`src/pdc_pkg.sv`:
```
package pdc_pkg;

    localparam int ANGLE_W = 16;
    localparam int DT_W    = 16;
    localparam int GAIN_W  = 16;
    localparam int ERR_W   = 17;
    localparam int DERIV_W = 32;
    localparam int IDX_W   = 3;
    localparam int S_DATA_W = 32;
    localparam int M_DATA_W = 40;

    localparam logic [IDX_W-1:0] REG_TARGET     = 3'd0;
    localparam logic [IDX_W-1:0] REG_GAIN_P     = 3'd1;
    localparam logic [IDX_W-1:0] REG_GAIN_I     = 3'd2;
    localparam logic [IDX_W-1:0] REG_GAIN_D     = 3'd3;
    localparam logic [IDX_W-1:0] REG_DRIVE_HIGH = 3'd4;
    localparam logic [IDX_W-1:0] REG_DRIVE_LOW  = 3'd5;

    localparam logic [15:0] RST_TARGET     = 16'h0000;
    localparam logic [15:0] RST_GAIN_P     = 16'h0100;
    localparam logic [15:0] RST_GAIN_I     = 16'h0000;
    localparam logic [15:0] RST_GAIN_D     = 16'h0000;
    localparam logic [15:0] RST_DRIVE_HIGH = 16'h7FFF;
    localparam logic [15:0] RST_DRIVE_LOW  = 16'h8000;

    localparam logic [3:0] LAST_GAIN_BIT = 4'd15;
    localparam logic [4:0] LAST_QUOT_BIT = 5'd31;

    typedef enum logic [2:0]
    {
        ST_IDLE,
        ST_DIV,
        ST_SAT,
        ST_MAC,
        ST_DONE
    } state_t;

    typedef enum logic [1:0]
    {
        TERM_P,
        TERM_I,
        TERM_D
    } term_t;

endpackage

```
`src/pid_drive_with_clamp.sv`:
```
// PID drive with output clamp. Each input word carries an angle and an interval (tdata) and a
// restart flag (tuser); each accepted word yields exactly one output word. A restart skips the
// arithmetic and goes straight to the final stage that loads the output register. A control
// step latches the word, runs the bit-serial restoring divider that forms the derivative (the
// integral's 16-step shift-add multiply runs alongside it), saturates the integral and
// derivative, runs the shared shift-add multiplier that walks the 16 bits of each of the three
// gains in turn, and clamps. The input is accepted only while the core is idle; the output
// register holds a finished word until it is taken, and the core waits at the end of a step
// only if the previous word is still unclaimed. Configuration writes are always accepted and
// must only be issued while no step is in progress; register indexes past the list are dropped.
module pid_drive_with_clamp #(
    parameter int SUM_WIDTH = 32
) (
    input  logic        clk,
    input  logic        rst_n,
    input  logic        s_axis_tvalid,
    output logic        s_axis_tready,
    input  logic [31:0] s_axis_tdata,   // angle[15:0], interval[31:16]
    input  logic        s_axis_tuser,   // cmd
    output logic        m_axis_tvalid,
    input  logic        m_axis_tready,
    output logic [39:0] m_axis_tdata,   // drive[15:0], remaining[32:16], zero[39:33]
    output logic        m_axis_tuser,   // clamped
    input  logic        cfg_valid,
    output logic        cfg_ready,
    input  logic [2:0]  cfg_index,
    input  logic [15:0] cfg_data
);

    localparam int TERM_W = (SUM_WIDTH > 32) ? SUM_WIDTH : 32;
    localparam int ACC_W  = TERM_W + 17;
    localparam int VAL_W  = ACC_W - 12;
    localparam int PROD_W = 33;

    pdc_pkg::state_t state_reg, state_next;
    pdc_pkg::term_t  term_reg;

    logic [15:0] target_reg, gain_p_reg, gain_i_reg, gain_d_reg, drive_high_reg, drive_low_reg;
    logic [15:0] last_reg;
    logic [SUM_WIDTH-1:0] esum_reg;

    logic        cmd_reg;
    logic [16:0] err_reg;
    logic [15:0] dt_reg;
    logic        neg_reg;
    logic [31:0] quot_reg;
    logic [15:0] rem_reg;
    logic [4:0]  cnt_reg;
    logic [15:0] imul_reg;
    logic [PROD_W-1:0] icand_reg, iacc_reg;
    logic [31:0] deriv_reg;
    logic [ACC_W-1:0] mcand_reg, acc_reg;
    logic [15:0] mplier_reg;

    logic        m_valid_reg;
    logic [15:0] drive_reg;
    logic [16:0] remain_reg;
    logic        clamp_reg;

    logic        accept;
    logic        load_out;
    logic [15:0] in_angle, in_dt;
    logic [16:0] in_err, in_diff, in_mag;
    logic [16:0] rem_sh, rem_sub;
    logic        quot_bit;
    logic [ACC_W-1:0] addend;
    logic [16:0] isum_inc;
    logic [SUM_WIDTH:0] esum_wide;
    logic [SUM_WIDTH-1:0] esum_new;
    logic [31:0] deriv_new;
    logic signed [VAL_W-1:0] value, vhi_ext, vlo_ext;
    logic [15:0] drive_new;
    logic        clamp_new;

    assign cfg_ready = 1'b1;

    assign in_angle = s_axis_tdata[15:0];
    assign in_dt    = s_axis_tdata[31:16];
    assign in_err   = {target_reg[15], target_reg} - {in_angle[15], in_angle};
    assign in_diff  = {last_reg[15], last_reg} - {in_angle[15], in_angle};
    assign in_mag   = in_diff[16] ? (17'd0 - in_diff) : in_diff;

    assign rem_sh   = {rem_reg, quot_reg[31]};
    assign rem_sub  = rem_sh - {1'b0, dt_reg};
    assign quot_bit = (rem_sh >= {1'b0, dt_reg});

    assign addend = mplier_reg[0] ? mcand_reg : '0;

    assign isum_inc  = iacc_reg[32:16];
    assign esum_wide = {esum_reg[SUM_WIDTH-1], esum_reg}
                     + {{(SUM_WIDTH-16){isum_inc[16]}}, isum_inc};

    always_comb
    begin
        if (esum_wide[SUM_WIDTH] != esum_wide[SUM_WIDTH-1])
        begin
            esum_new = esum_wide[SUM_WIDTH] ? {1'b1, {(SUM_WIDTH-1){1'b0}}}
                                            : {1'b0, {(SUM_WIDTH-1){1'b1}}};
        end
        else
        begin
            esum_new = esum_wide[SUM_WIDTH-1:0];
        end
    end

    always_comb
    begin
        if (dt_reg == 16'd0)
        begin
            deriv_new = 32'd0;
        end
        else if (!neg_reg)
        begin
            deriv_new = quot_reg[31] ? 32'h7FFF_FFFF : quot_reg;
        end
        else if (quot_reg[31] && (|quot_reg[30:0]))
        begin
            deriv_new = 32'h8000_0000;
        end
        else
        begin
            deriv_new = 32'd0 - quot_reg;
        end
    end

    assign value   = $signed(acc_reg[ACC_W-1:12]);
    assign vhi_ext = $signed({{(VAL_W-16){drive_high_reg[15]}}, drive_high_reg});
    assign vlo_ext = $signed({{(VAL_W-16){drive_low_reg[15]}}, drive_low_reg});

    always_comb
    begin
        drive_new = value[15:0];
        clamp_new = 1'b0;
        if (cmd_reg)
        begin
            drive_new = 16'd0;
        end
        else if (value > vhi_ext)
        begin
            drive_new = drive_high_reg;
            clamp_new = 1'b1;
        end
        else if (value < vlo_ext)
        begin
            drive_new = drive_low_reg;
            clamp_new = 1'b1;
        end
    end

    always_comb
    begin
        state_next    = state_reg;
        s_axis_tready = 1'b0;
        load_out      = 1'b0;
        case (state_reg)
            pdc_pkg::ST_IDLE:
            begin
                s_axis_tready = 1'b1;
                if (s_axis_tvalid)
                begin
                    state_next = s_axis_tuser ? pdc_pkg::ST_DONE : pdc_pkg::ST_DIV;
                end
            end
            pdc_pkg::ST_DIV:
            begin
                if (cnt_reg == pdc_pkg::LAST_QUOT_BIT)
                begin
                    state_next = pdc_pkg::ST_SAT;
                end
            end
            pdc_pkg::ST_SAT:
            begin
                state_next = pdc_pkg::ST_MAC;
            end
            pdc_pkg::ST_MAC:
            begin
                if (cnt_reg[3:0] == pdc_pkg::LAST_GAIN_BIT && term_reg == pdc_pkg::TERM_D)
                begin
                    state_next = pdc_pkg::ST_DONE;
                end
            end
            pdc_pkg::ST_DONE:
            begin
                if (!m_valid_reg || m_axis_tready)
                begin
                    load_out   = 1'b1;
                    state_next = pdc_pkg::ST_IDLE;
                end
            end
            default:
            begin
                state_next = pdc_pkg::ST_IDLE;
            end
        endcase
    end

    assign accept = s_axis_tvalid && s_axis_tready;

    always_ff @(posedge clk or negedge rst_n)
    begin
        if (!rst_n)
        begin
            state_reg      <= pdc_pkg::ST_IDLE;
            m_valid_reg    <= 1'b0;
            target_reg     <= pdc_pkg::RST_TARGET;
            gain_p_reg     <= pdc_pkg::RST_GAIN_P;
            gain_i_reg     <= pdc_pkg::RST_GAIN_I;
            gain_d_reg     <= pdc_pkg::RST_GAIN_D;
            drive_high_reg <= pdc_pkg::RST_DRIVE_HIGH;
            drive_low_reg  <= pdc_pkg::RST_DRIVE_LOW;
            last_reg       <= '0;
            esum_reg       <= '0;
        end
        else
        begin
            state_reg <= state_next;

            if (load_out)
            begin
                m_valid_reg <= 1'b1;
            end
            else if (m_axis_tready)
            begin
                m_valid_reg <= 1'b0;
            end

            if (cfg_valid && cfg_ready)
            begin
                case (cfg_index)
                    pdc_pkg::REG_TARGET:     target_reg     <= cfg_data;
                    pdc_pkg::REG_GAIN_P:     gain_p_reg     <= cfg_data;
                    pdc_pkg::REG_GAIN_I:     gain_i_reg     <= cfg_data;
                    pdc_pkg::REG_GAIN_D:     gain_d_reg     <= cfg_data;
                    pdc_pkg::REG_DRIVE_HIGH: drive_high_reg <= cfg_data;
                    pdc_pkg::REG_DRIVE_LOW:  drive_low_reg  <= cfg_data;
                    default:                 ;
                endcase
            end

            if (accept)
            begin
                last_reg <= in_angle;
                if (s_axis_tuser)
                begin
                    esum_reg <= '0;
                end
            end
            else if (state_reg == pdc_pkg::ST_SAT)
            begin
                esum_reg <= esum_new;
            end
        end
    end

    always_ff @(posedge clk)
    begin
        case (state_reg)
            pdc_pkg::ST_IDLE:
            begin
                if (accept)
                begin
                    cmd_reg   <= s_axis_tuser;
                    err_reg   <= in_err;
                    dt_reg    <= in_dt;
                    neg_reg   <= in_diff[16];
                    quot_reg  <= {in_mag[15:0], 16'd0};
                    rem_reg   <= '0;
                    cnt_reg   <= '0;
                    imul_reg  <= in_dt;
                    icand_reg <= {{(PROD_W-17){in_err[16]}}, in_err};
                    iacc_reg  <= '0;
                end
            end
            pdc_pkg::ST_DIV:
            begin
                rem_reg   <= quot_bit ? rem_sub[15:0] : rem_sh[15:0];
                quot_reg  <= {quot_reg[30:0], quot_bit};
                cnt_reg   <= cnt_reg + 5'd1;
                iacc_reg  <= iacc_reg + (imul_reg[0] ? icand_reg : '0);
                icand_reg <= {icand_reg[PROD_W-2:0], 1'b0};
                imul_reg  <= {1'b0, imul_reg[15:1]};
            end
            pdc_pkg::ST_SAT:
            begin
                deriv_reg  <= deriv_new;
                mcand_reg  <= {{(ACC_W-17){err_reg[16]}}, err_reg};
                mplier_reg <= gain_p_reg;
                term_reg   <= pdc_pkg::TERM_P;
                acc_reg    <= '0;
                cnt_reg    <= '0;
            end
            pdc_pkg::ST_MAC:
            begin
                // top gain bit carries negative weight
                if (cnt_reg[3:0] == pdc_pkg::LAST_GAIN_BIT)
                begin
                    acc_reg <= acc_reg - addend;
                    cnt_reg <= '0;
                    case (term_reg)
                        pdc_pkg::TERM_P:
                        begin
                            term_reg   <= pdc_pkg::TERM_I;
                            mcand_reg  <= {{(ACC_W-SUM_WIDTH){esum_reg[SUM_WIDTH-1]}}, esum_reg};
                            mplier_reg <= gain_i_reg;
                        end
                        pdc_pkg::TERM_I:
                        begin
                            term_reg   <= pdc_pkg::TERM_D;
                            mcand_reg  <= {{(ACC_W-32){deriv_reg[31]}}, deriv_reg};
                            mplier_reg <= gain_d_reg;
                        end
                        default:
                        begin
                            term_reg <= pdc_pkg::TERM_D;
                        end
                    endcase
                end
                else
                begin
                    acc_reg    <= acc_reg + addend;
                    cnt_reg    <= cnt_reg + 5'd1;
                    mcand_reg  <= {mcand_reg[ACC_W-2:0], 1'b0};
                    mplier_reg <= {1'b0, mplier_reg[15:1]};
                end
            end
            pdc_pkg::ST_DONE:
            begin
                if (load_out)
                begin
                    drive_reg  <= drive_new;
                    clamp_reg  <= clamp_new;
                    remain_reg <= {target_reg[15], target_reg} - {last_reg[15], last_reg};
                end
            end
            default:
            begin
                cnt_reg <= '0;
            end
        endcase
    end

    assign m_axis_tvalid = m_valid_reg;
    assign m_axis_tdata  = {7'd0, remain_reg, drive_reg};
    assign m_axis_tuser  = clamp_reg;

endmodule
```
`config.mk`:
```
export PLATFORM = sky130hd
export DESIGN_NAME = pid_drive_with_clamp
export DESIGN_NICKNAME = d
export VERILOG_FILES = /design/src/pdc_pkg.sv /design/src/pid_drive_with_clamp.sv
export SDC_FILE = /design/constraint.sdc
export NUM_CORES = 1
export LEC_CHECK = 0
export BUFFER_PORTS_ARGS = -buffer_cell sky130_fd_sc_hd__buf_4
export CAP_MARGIN = 20
export CORE_MARGIN = 4
export CORE_UTILIZATION = 25
export DETAILED_ROUTE_END_ITERATION = 16
export PLACE_DENSITY_LB_ADDON = 0.12
export SKIP_CTS_REPAIR_TIMING = 1
export SLEW_MARGIN = 20
export SYNTH_ARGS = -nofsm -noshare
export SYNTH_HDL_FRONTEND = slang
export SYNTH_SLANG_ARGS = --single-unit
```
`constraint.sdc`:
```
create_clock -name clk -period 11.23 [get_ports clk]
set_clock_uncertainty 0.05 [all_clocks]
set_input_delay 0 -clock clk [delete_from_list [all_inputs] [get_ports clk]]
set_output_delay 0 -clock clk [all_outputs]
set_load 0.02 [all_outputs]
```
Word-level counts from Yosys, hierarchy flattened
Cells that the tools add are included.
{"block": "totals", "register_bits": 500, "memories": 0, "out_inout_bits": 44, "ram_bits": 0, "latchBits": 0, "inputBits": 57, "elab_cells": 144, "romBits": 0}
{"block": "op_classes", "n_shift": 0, "n_eq_ne": 22, "multipliers": 0, "div": 0, "muxes": 51, "n_lt_le_gt_ge": 3, "reduce_logical": 28, "bitwise_logic": 1, "add_sub_neg": 11}
{"cell": "49-bit one-hot mux with 2 select lines", "count": 3}
{"cell": "32-bit 2-to-1 mux", "count": 8}
{"cell": "49-bit 2-to-1 mux", "count": 3}
{"cell": "33-bit one-hot mux with 2 select lines", "count": 2}
{"cell": "16-bit one-hot mux with 2 select lines", "count": 4}
{"cell": "16-bit 2-to-1 mux", "count": 7}
{"cell": "33-bit 2-to-1 mux", "count": 3}
{"cell": "32-bit one-hot mux with 2 select lines", "count": 1}
{"cell": "16-bit by 16-bit subtractor with 17-bit output", "count": 3}
{"cell": "49-bit adder", "count": 1}
{"cell": "49-bit subtractor", "count": 1}
{"cell": "37-bit by 16-bit > comparator with 1-bit output", "count": 1}
{"cell": "37-bit by 16-bit less-than comparator with 1-bit output", "count": 1}
{"cell": "32-bit by 17-bit adder with 33-bit output", "count": 1}
{"cell": "33-bit adder", "count": 1}
{"cell": "1-bit by 32-bit subtractor with 32-bit output (first input constant)", "count": 1}
{"cell": "31-bit 2-to-1 mux", "count": 1}
{"cell": "31-bit OR reduction", "count": 1}
{"cell": "2-bit AND reduction", "count": 13}
{"cell": "5-bit one-hot mux with 4 select lines", "count": 1}
{"cell": "17-bit by 16-bit greater-or-equal comparator with 1-bit output", "count": 1}
{"cell": "16-bit zero test", "count": 1}
{"cell": "1-bit by 16-bit subtractor with 16-bit output (first input constant)", "count": 1}
{"cell": "16-bit subtractor", "count": 1}
{"cell": "other kinds (25)", "count": 55}

Logic depth before layout (Yosys ltp)
{"block": "logic_depth", "depth_word": 5, "mapped_depth": 23, "ltp_nobuf": 19}

Worst setup path after synthesis
Ideal clock, no wire load.
{"block": "synth_path", "path_type": "register to register", "from": "register mplier_reg[0]", "to": "register acc_reg[34], data pin", "t_required_ns": 10.914, "synth_period_minus_slack_ns": 5.120, "n_path_buf": 3, "arrival_time_ns": 4.804, "path_slack_ns": 6.110, "setup_time_ns": 0.266, "stages_incl_launch_ff": 22, "path_cell_list": "edfxtp_1 -> clkbuf_1 -> clkbuf_1 -> buf_1 -> nand2_1 -> ha_1 -> nand2_1 -> a21oi_1 -> nand2_1 -> nor4b_1 -> o21ai_0 -> o311ai_0 -> ha_1 -> and3_1 -> a221oi_1 -> o211ai_1 -> a21bo_2 -> a31oi_1 -> o21ai_0 -> a31oi_1 -> xor2_1 -> nor2_1"}
{"block": "synth_via", "elab_chain_len": 4, "elab_cells_between_ends": 5, "cone_classes": "add/sub: 2; mux: 3"}
{"item": "from (decl)", "line": "pid_drive_with_clamp.sv:53", "rtl": "logic [15:0] mplier_reg;"}
{"item": "from (signal assigned)", "line": "pid_drive_with_clamp.sv:287", "rtl": "mplier_reg <= gain_p_reg;"}
{"item": "from (signal assigned)", "line": "pid_drive_with_clamp.sv:304", "rtl": "mplier_reg <= gain_i_reg;"}
{"item": "from (signal assigned)", "line": "pid_drive_with_clamp.sv:310", "rtl": "mplier_reg <= gain_d_reg;"}
{"item": "49-bit 2-to-1 mux *", "line": "pid_drive_with_clamp.sv:87", "rtl": "assign addend = mplier_reg[0] ? mcand_reg : '0;"}
{"item": "49-bit adder or 49-bit subtractor (tied branches)", "line": "pid_drive_with_clamp.sv:320, pid_drive_with_clamp.sv:297"}
{"item": "49-bit 2-to-1 mux *", "line": "pid_drive_with_clamp.sv:295", "rtl": "if (cnt_reg[3:0] == pdc_pkg::LAST_GAIN_BIT)"}
{"item": "49-bit one-hot mux with 2 select lines *", "line": "pid_drive_with_clamp.sv:257", "rtl": "case (state_reg)"}
{"item": "to (signal assigned)", "line": "pid_drive_with_clamp.sv:297", "rtl": "acc_reg <= acc_reg - addend;"}
{"item": "to (signal assigned)", "line": "pid_drive_with_clamp.sv:320", "rtl": "acc_reg <= acc_reg + addend;"}
{"item": "to (decl)", "line": "pid_drive_with_clamp.sv:52", "rtl": "logic [ACC_W-1:0] mcand_reg, acc_reg;"}
Every way passes the cells marked *; elsewhere a longest branch is shown, timed or not.
A chain may end at the register's enable or synchronous reset.

Worst setup path after layout
{"block": "layout_path", "from": "register mcand_reg[12]", "to": "register acc_reg[34], data pin"}
{"block": "layout_via", "elab_chain_len": 4, "elab_cells_between_ends": 5, "cone_classes": "add/sub: 2; mux: 3"}
{"item": "from (decl)", "line": "pid_drive_with_clamp.sv:52"}
{"item": "from (signal assigned)", "line": "pid_drive_with_clamp.sv:286", "rtl": "mcand_reg <= {{(ACC_W-17){err_reg[16]}}, err_reg};"}
{"item": "from (signal assigned)", "line": "pid_drive_with_clamp.sv:303", "rtl": "mcand_reg <= {{(ACC_W-SUM_WIDTH){esum_reg[SUM_WIDTH-1]}}, esum_reg};"}
{"item": "from (signal assigned)", "line": "pid_drive_with_clamp.sv:309", "rtl": "mcand_reg <= {{(ACC_W-32){deriv_reg[31]}}, deriv_reg};"}
{"item": "49-bit 2-to-1 mux *", "line": "pid_drive_with_clamp.sv:87"}
{"item": "49-bit adder or 49-bit subtractor (tied branches)", "line": "pid_drive_with_clamp.sv:320, pid_drive_with_clamp.sv:297"}
{"item": "49-bit 2-to-1 mux *", "line": "pid_drive_with_clamp.sv:295"}
{"item": "49-bit one-hot mux with 2 select lines *", "line": "pid_drive_with_clamp.sv:257"}
Marked as above.

==> flow_summary_export.csv <==
group,metric,value,unit
outcome,status,"finished clean",
placement,dp_hpwl,75.6,mm
synth,ys_seq_area_share,42.6,%
power_and_ir_drop,vdd_drop_max,129,uV
sta,worst_pin_slew,1.03,ns
synth,ys_warn_count,0,
die,initial_core_util,25.2,%
sta,slew_viol_final,0,
synth,synth_edf_count,352,
synth,avgSynthCellArea,9.58,um2
critical_path,crit_type,"flip-flop to flip-flop",
placement,dpl.cell_count,5241,
synth,synth_xor_area_share,4.48,%
synth,yosys_most_used_dff,"edfxtp_1",
synth,synth_top_family_by_area,"compound AO/OA/AOI/OAI gates",
clock_network,htree_num_levels,2,
grt,grt_max_degree,73,
sta,setup_viol,0,
grt,top_usage_layer,"met2",
power_and_ir_drop,power.leakage,0.0157,uW
grt,track_usage,14.3,%
synth,postSynth.asyncResetShare,29.6,%
finish,layout-drive-gt1-share,10.5,%
sta,whs,0.0186,ns
critical_path,rrSetupSlack,4.82,ns
sta,hold_violations,0,
synth,synth_top_area_share,31.5,%
clock_network,cts_buffers,60,
critical_path,r2r-end,"acc_reg[34]$_SDFFCE_PP0P_",
clock_network,cts-root-buf,"clkbuf_16",
die,die-area,0.140,mm2
die,io_pins,101,
hold_path,holdPathStages,2,
critical_path,cp.arrival,6.75,ns
route,drt-pass1-iter-count,5,
critical_path,rr_worst_depth,19,
clock_network,cts_tree,"yes",
synth,synthTopCellsByArea,"edfxtp_1 32%, dfrtp_1 9.8%, ha_1 9.5%",
sta,period_share,57.0,%
hold_path,hold_class,"input pin to flip-flop",
power_and_ir_drop,p_per_area,235,mW/mm2
critical_path,slowest_delay,0.67,ns
synth,synth-simple-area-share,16.3,%
grt,grt_util_met2,23.2,%
finish,diodes,0,
critical_path,path_cells,"or4_1, nor3_1, nand4_1, a21oi_1, nand2_1, nor4b_1, o21ai_0, buf_4, o311ai_0, ha_1, and3_1, a221oi_1, o211ai_1, a21bo_2, a31oi_1, o21ai_0, a31oi_1, xor2_1, nor2_1",
synth,yosys.area_share.adder,9.93,%
critical_path,worstPathRequired,11.57,ns
placement,gp_congestion,0.799,
route,drtIter0Drc,1746,
critical_path,cp-end-kind,"flip-flop",
sta,fin_tns_setup,0,ns
synth,netlist_instances,3502,
clock_network,cts_sinks,500,
synth,ys_ff_latch,500,
sta,clock.fmax,156,MHz
route,ant_nets,0,
finish,final_cells,5434,
hold_path,hp-start,"s_axis_tdata[22]",
grt,grt_pass1_vias,25700,
critical_path,cp_num_buf_inv,1,
die,core,0.133,mm2
sta,min_period,6.41,ns
grt,antenna_found_initial,4,
grt,use_met1,20.6,%
grt,grt-ovfl-total,0,
clock_network,clk_pin_slew_worst_paths,0.07,ns
finish,seqCellArea,0.0143,mm2
critical_path,cp-start-kind,"flip-flop",
die,placementRows,134,
route,avgRoutedWirePerCell,18.9,um
placement,portBuffers,92,
hold_path,holdPathEnd,"dt_reg[6]$_DFFE_PP_",
die,die_h,374,um
finish,multiInputGateArea,0.0181,mm2
synth,synth_compound_area_share,18.1,%
finish,syn2layout_area_growth,16.5,%
synth,syn_area,0.0335,mm2
route,avgViaCountPerCell,4.82,
route,route.detailed.drc,0,
grt,use_met3,1.44,%
finish,nets,3933,
critical_path,slowest_stage,"a31oi_1",
synth,synth_mux_area_share,4.76,%
die,die_w,374,um
critical_path,crit_fanout,12,
critical_path,r2r_start,"mcand_reg[12]$_DFFE_PP_",
sta,rsz0062_at_grt,"no",
synth,yosysTopAreaCell,"edfxtp_1",
route,via_count,26200,
sta,relSlewSlack,31.6,%
finish,fillers,14000,
clock_network,clk_path_buf_depth,3,
route,drt_wl_total,103,mm
finish,final_cell_mix,"358 x nand2_1, 352 x edfxtp_1, 322 x nor2_1",
synth,ys_types,86,
critical_path,crit_family,"compound AO/OA/AOI/OAI gates",
flow_run,max-cap-violations,0,
clock_network,worst_skew_pair.late_latency,0.67,ns
grt,grt_pass1_wl,159,mm
finish,final_common_cell,"nand2_1",
==> through the flow <==
stage / utilization [%] / power, uW / setup slack, ns / instance area [um2]
CTS: 28.7 / 9300 / 4.91 / 38300
global placement: 27.1 / 7170 / 4.90 / 36200
global route: 29.3 / 9930 / 4.26 / 39100
finish: 29.3 / 9180 / 4.82 / 39100
floorplan: - / 6010 / 6.11 / 33600
detailed placement: 27.1 / 7160 / 4.94 / 36200
==> Yosys cell counts, types with 84 or more instances <==
cell / instances
dfrtp_1: 131
ha_1: 255
o21ai_0: 209
nand3_1: 84
a21oi_1: 273
edfxtp_1: 352
clkbuf_1: 125
nand2_1: 359
xnor2_1: 102
mux2_2: 85
nor2_1: 325
inv_1: 159
==> cell families (layout without fill, tap and decap cells) <==
family                     Yosys count  after routing
and+or+nand+nor                   1164           1164
DFF                                500            500
buffers and inverters              322            480
adders and majority gates          262            262
xor gates and xnor gates           170            170
other                                2              8
muxes                              149            149
AOI/OAI and AO/OA                  933            933
==> final cells by class <==
cell class	instances	share of cell area, %
Clock buffer	80	4.30
Clock inverter	34	1.03
Inverter	161	1.55
Multi-Input combinational cell	2686	46.4
Sequential cell	500	36.6
Tap cell	1768	5.66
Timing Repair Buffer	205	4.50
==> report_power, final <==
group / switching (uW) / internal, uW
clock network: 867 / 1220
registers: 378 / 2730
logic: 2410 / 1570
==> worst max-delay path by stage <==
stage	from	end	cells past startpoint
after floorplan	mplier_reg[0]$_DFFE_PP_	acc_reg[34]$_SDFFCE_PP0P_	21
after global placement	mcand_reg[12]$_DFFE_PP_	acc_reg[34]$_SDFFCE_PP0P_	19
after detailed placement	mcand_reg[12]$_DFFE_PP_	acc_reg[34]$_SDFFCE_PP0P_	19
after CTS	mcand_reg[12]$_DFFE_PP_	acc_reg[34]$_SDFFCE_PP0P_	19
after global routing	mcand_reg[12]$_DFFE_PP_	acc_reg[34]$_SDFFCE_PP0P_	19
final	mcand_reg[12]$_DFFE_PP_	acc_reg[34]$_SDFFCE_PP0P_	19
==> routing by layer <==
layer	vias up	wire [um]
met4	0	1690
li1	13100	-
met2	321	47000
met1	12700	51300
met3	92	2670
met5	-	0
(Power assumes the default switching activity.)
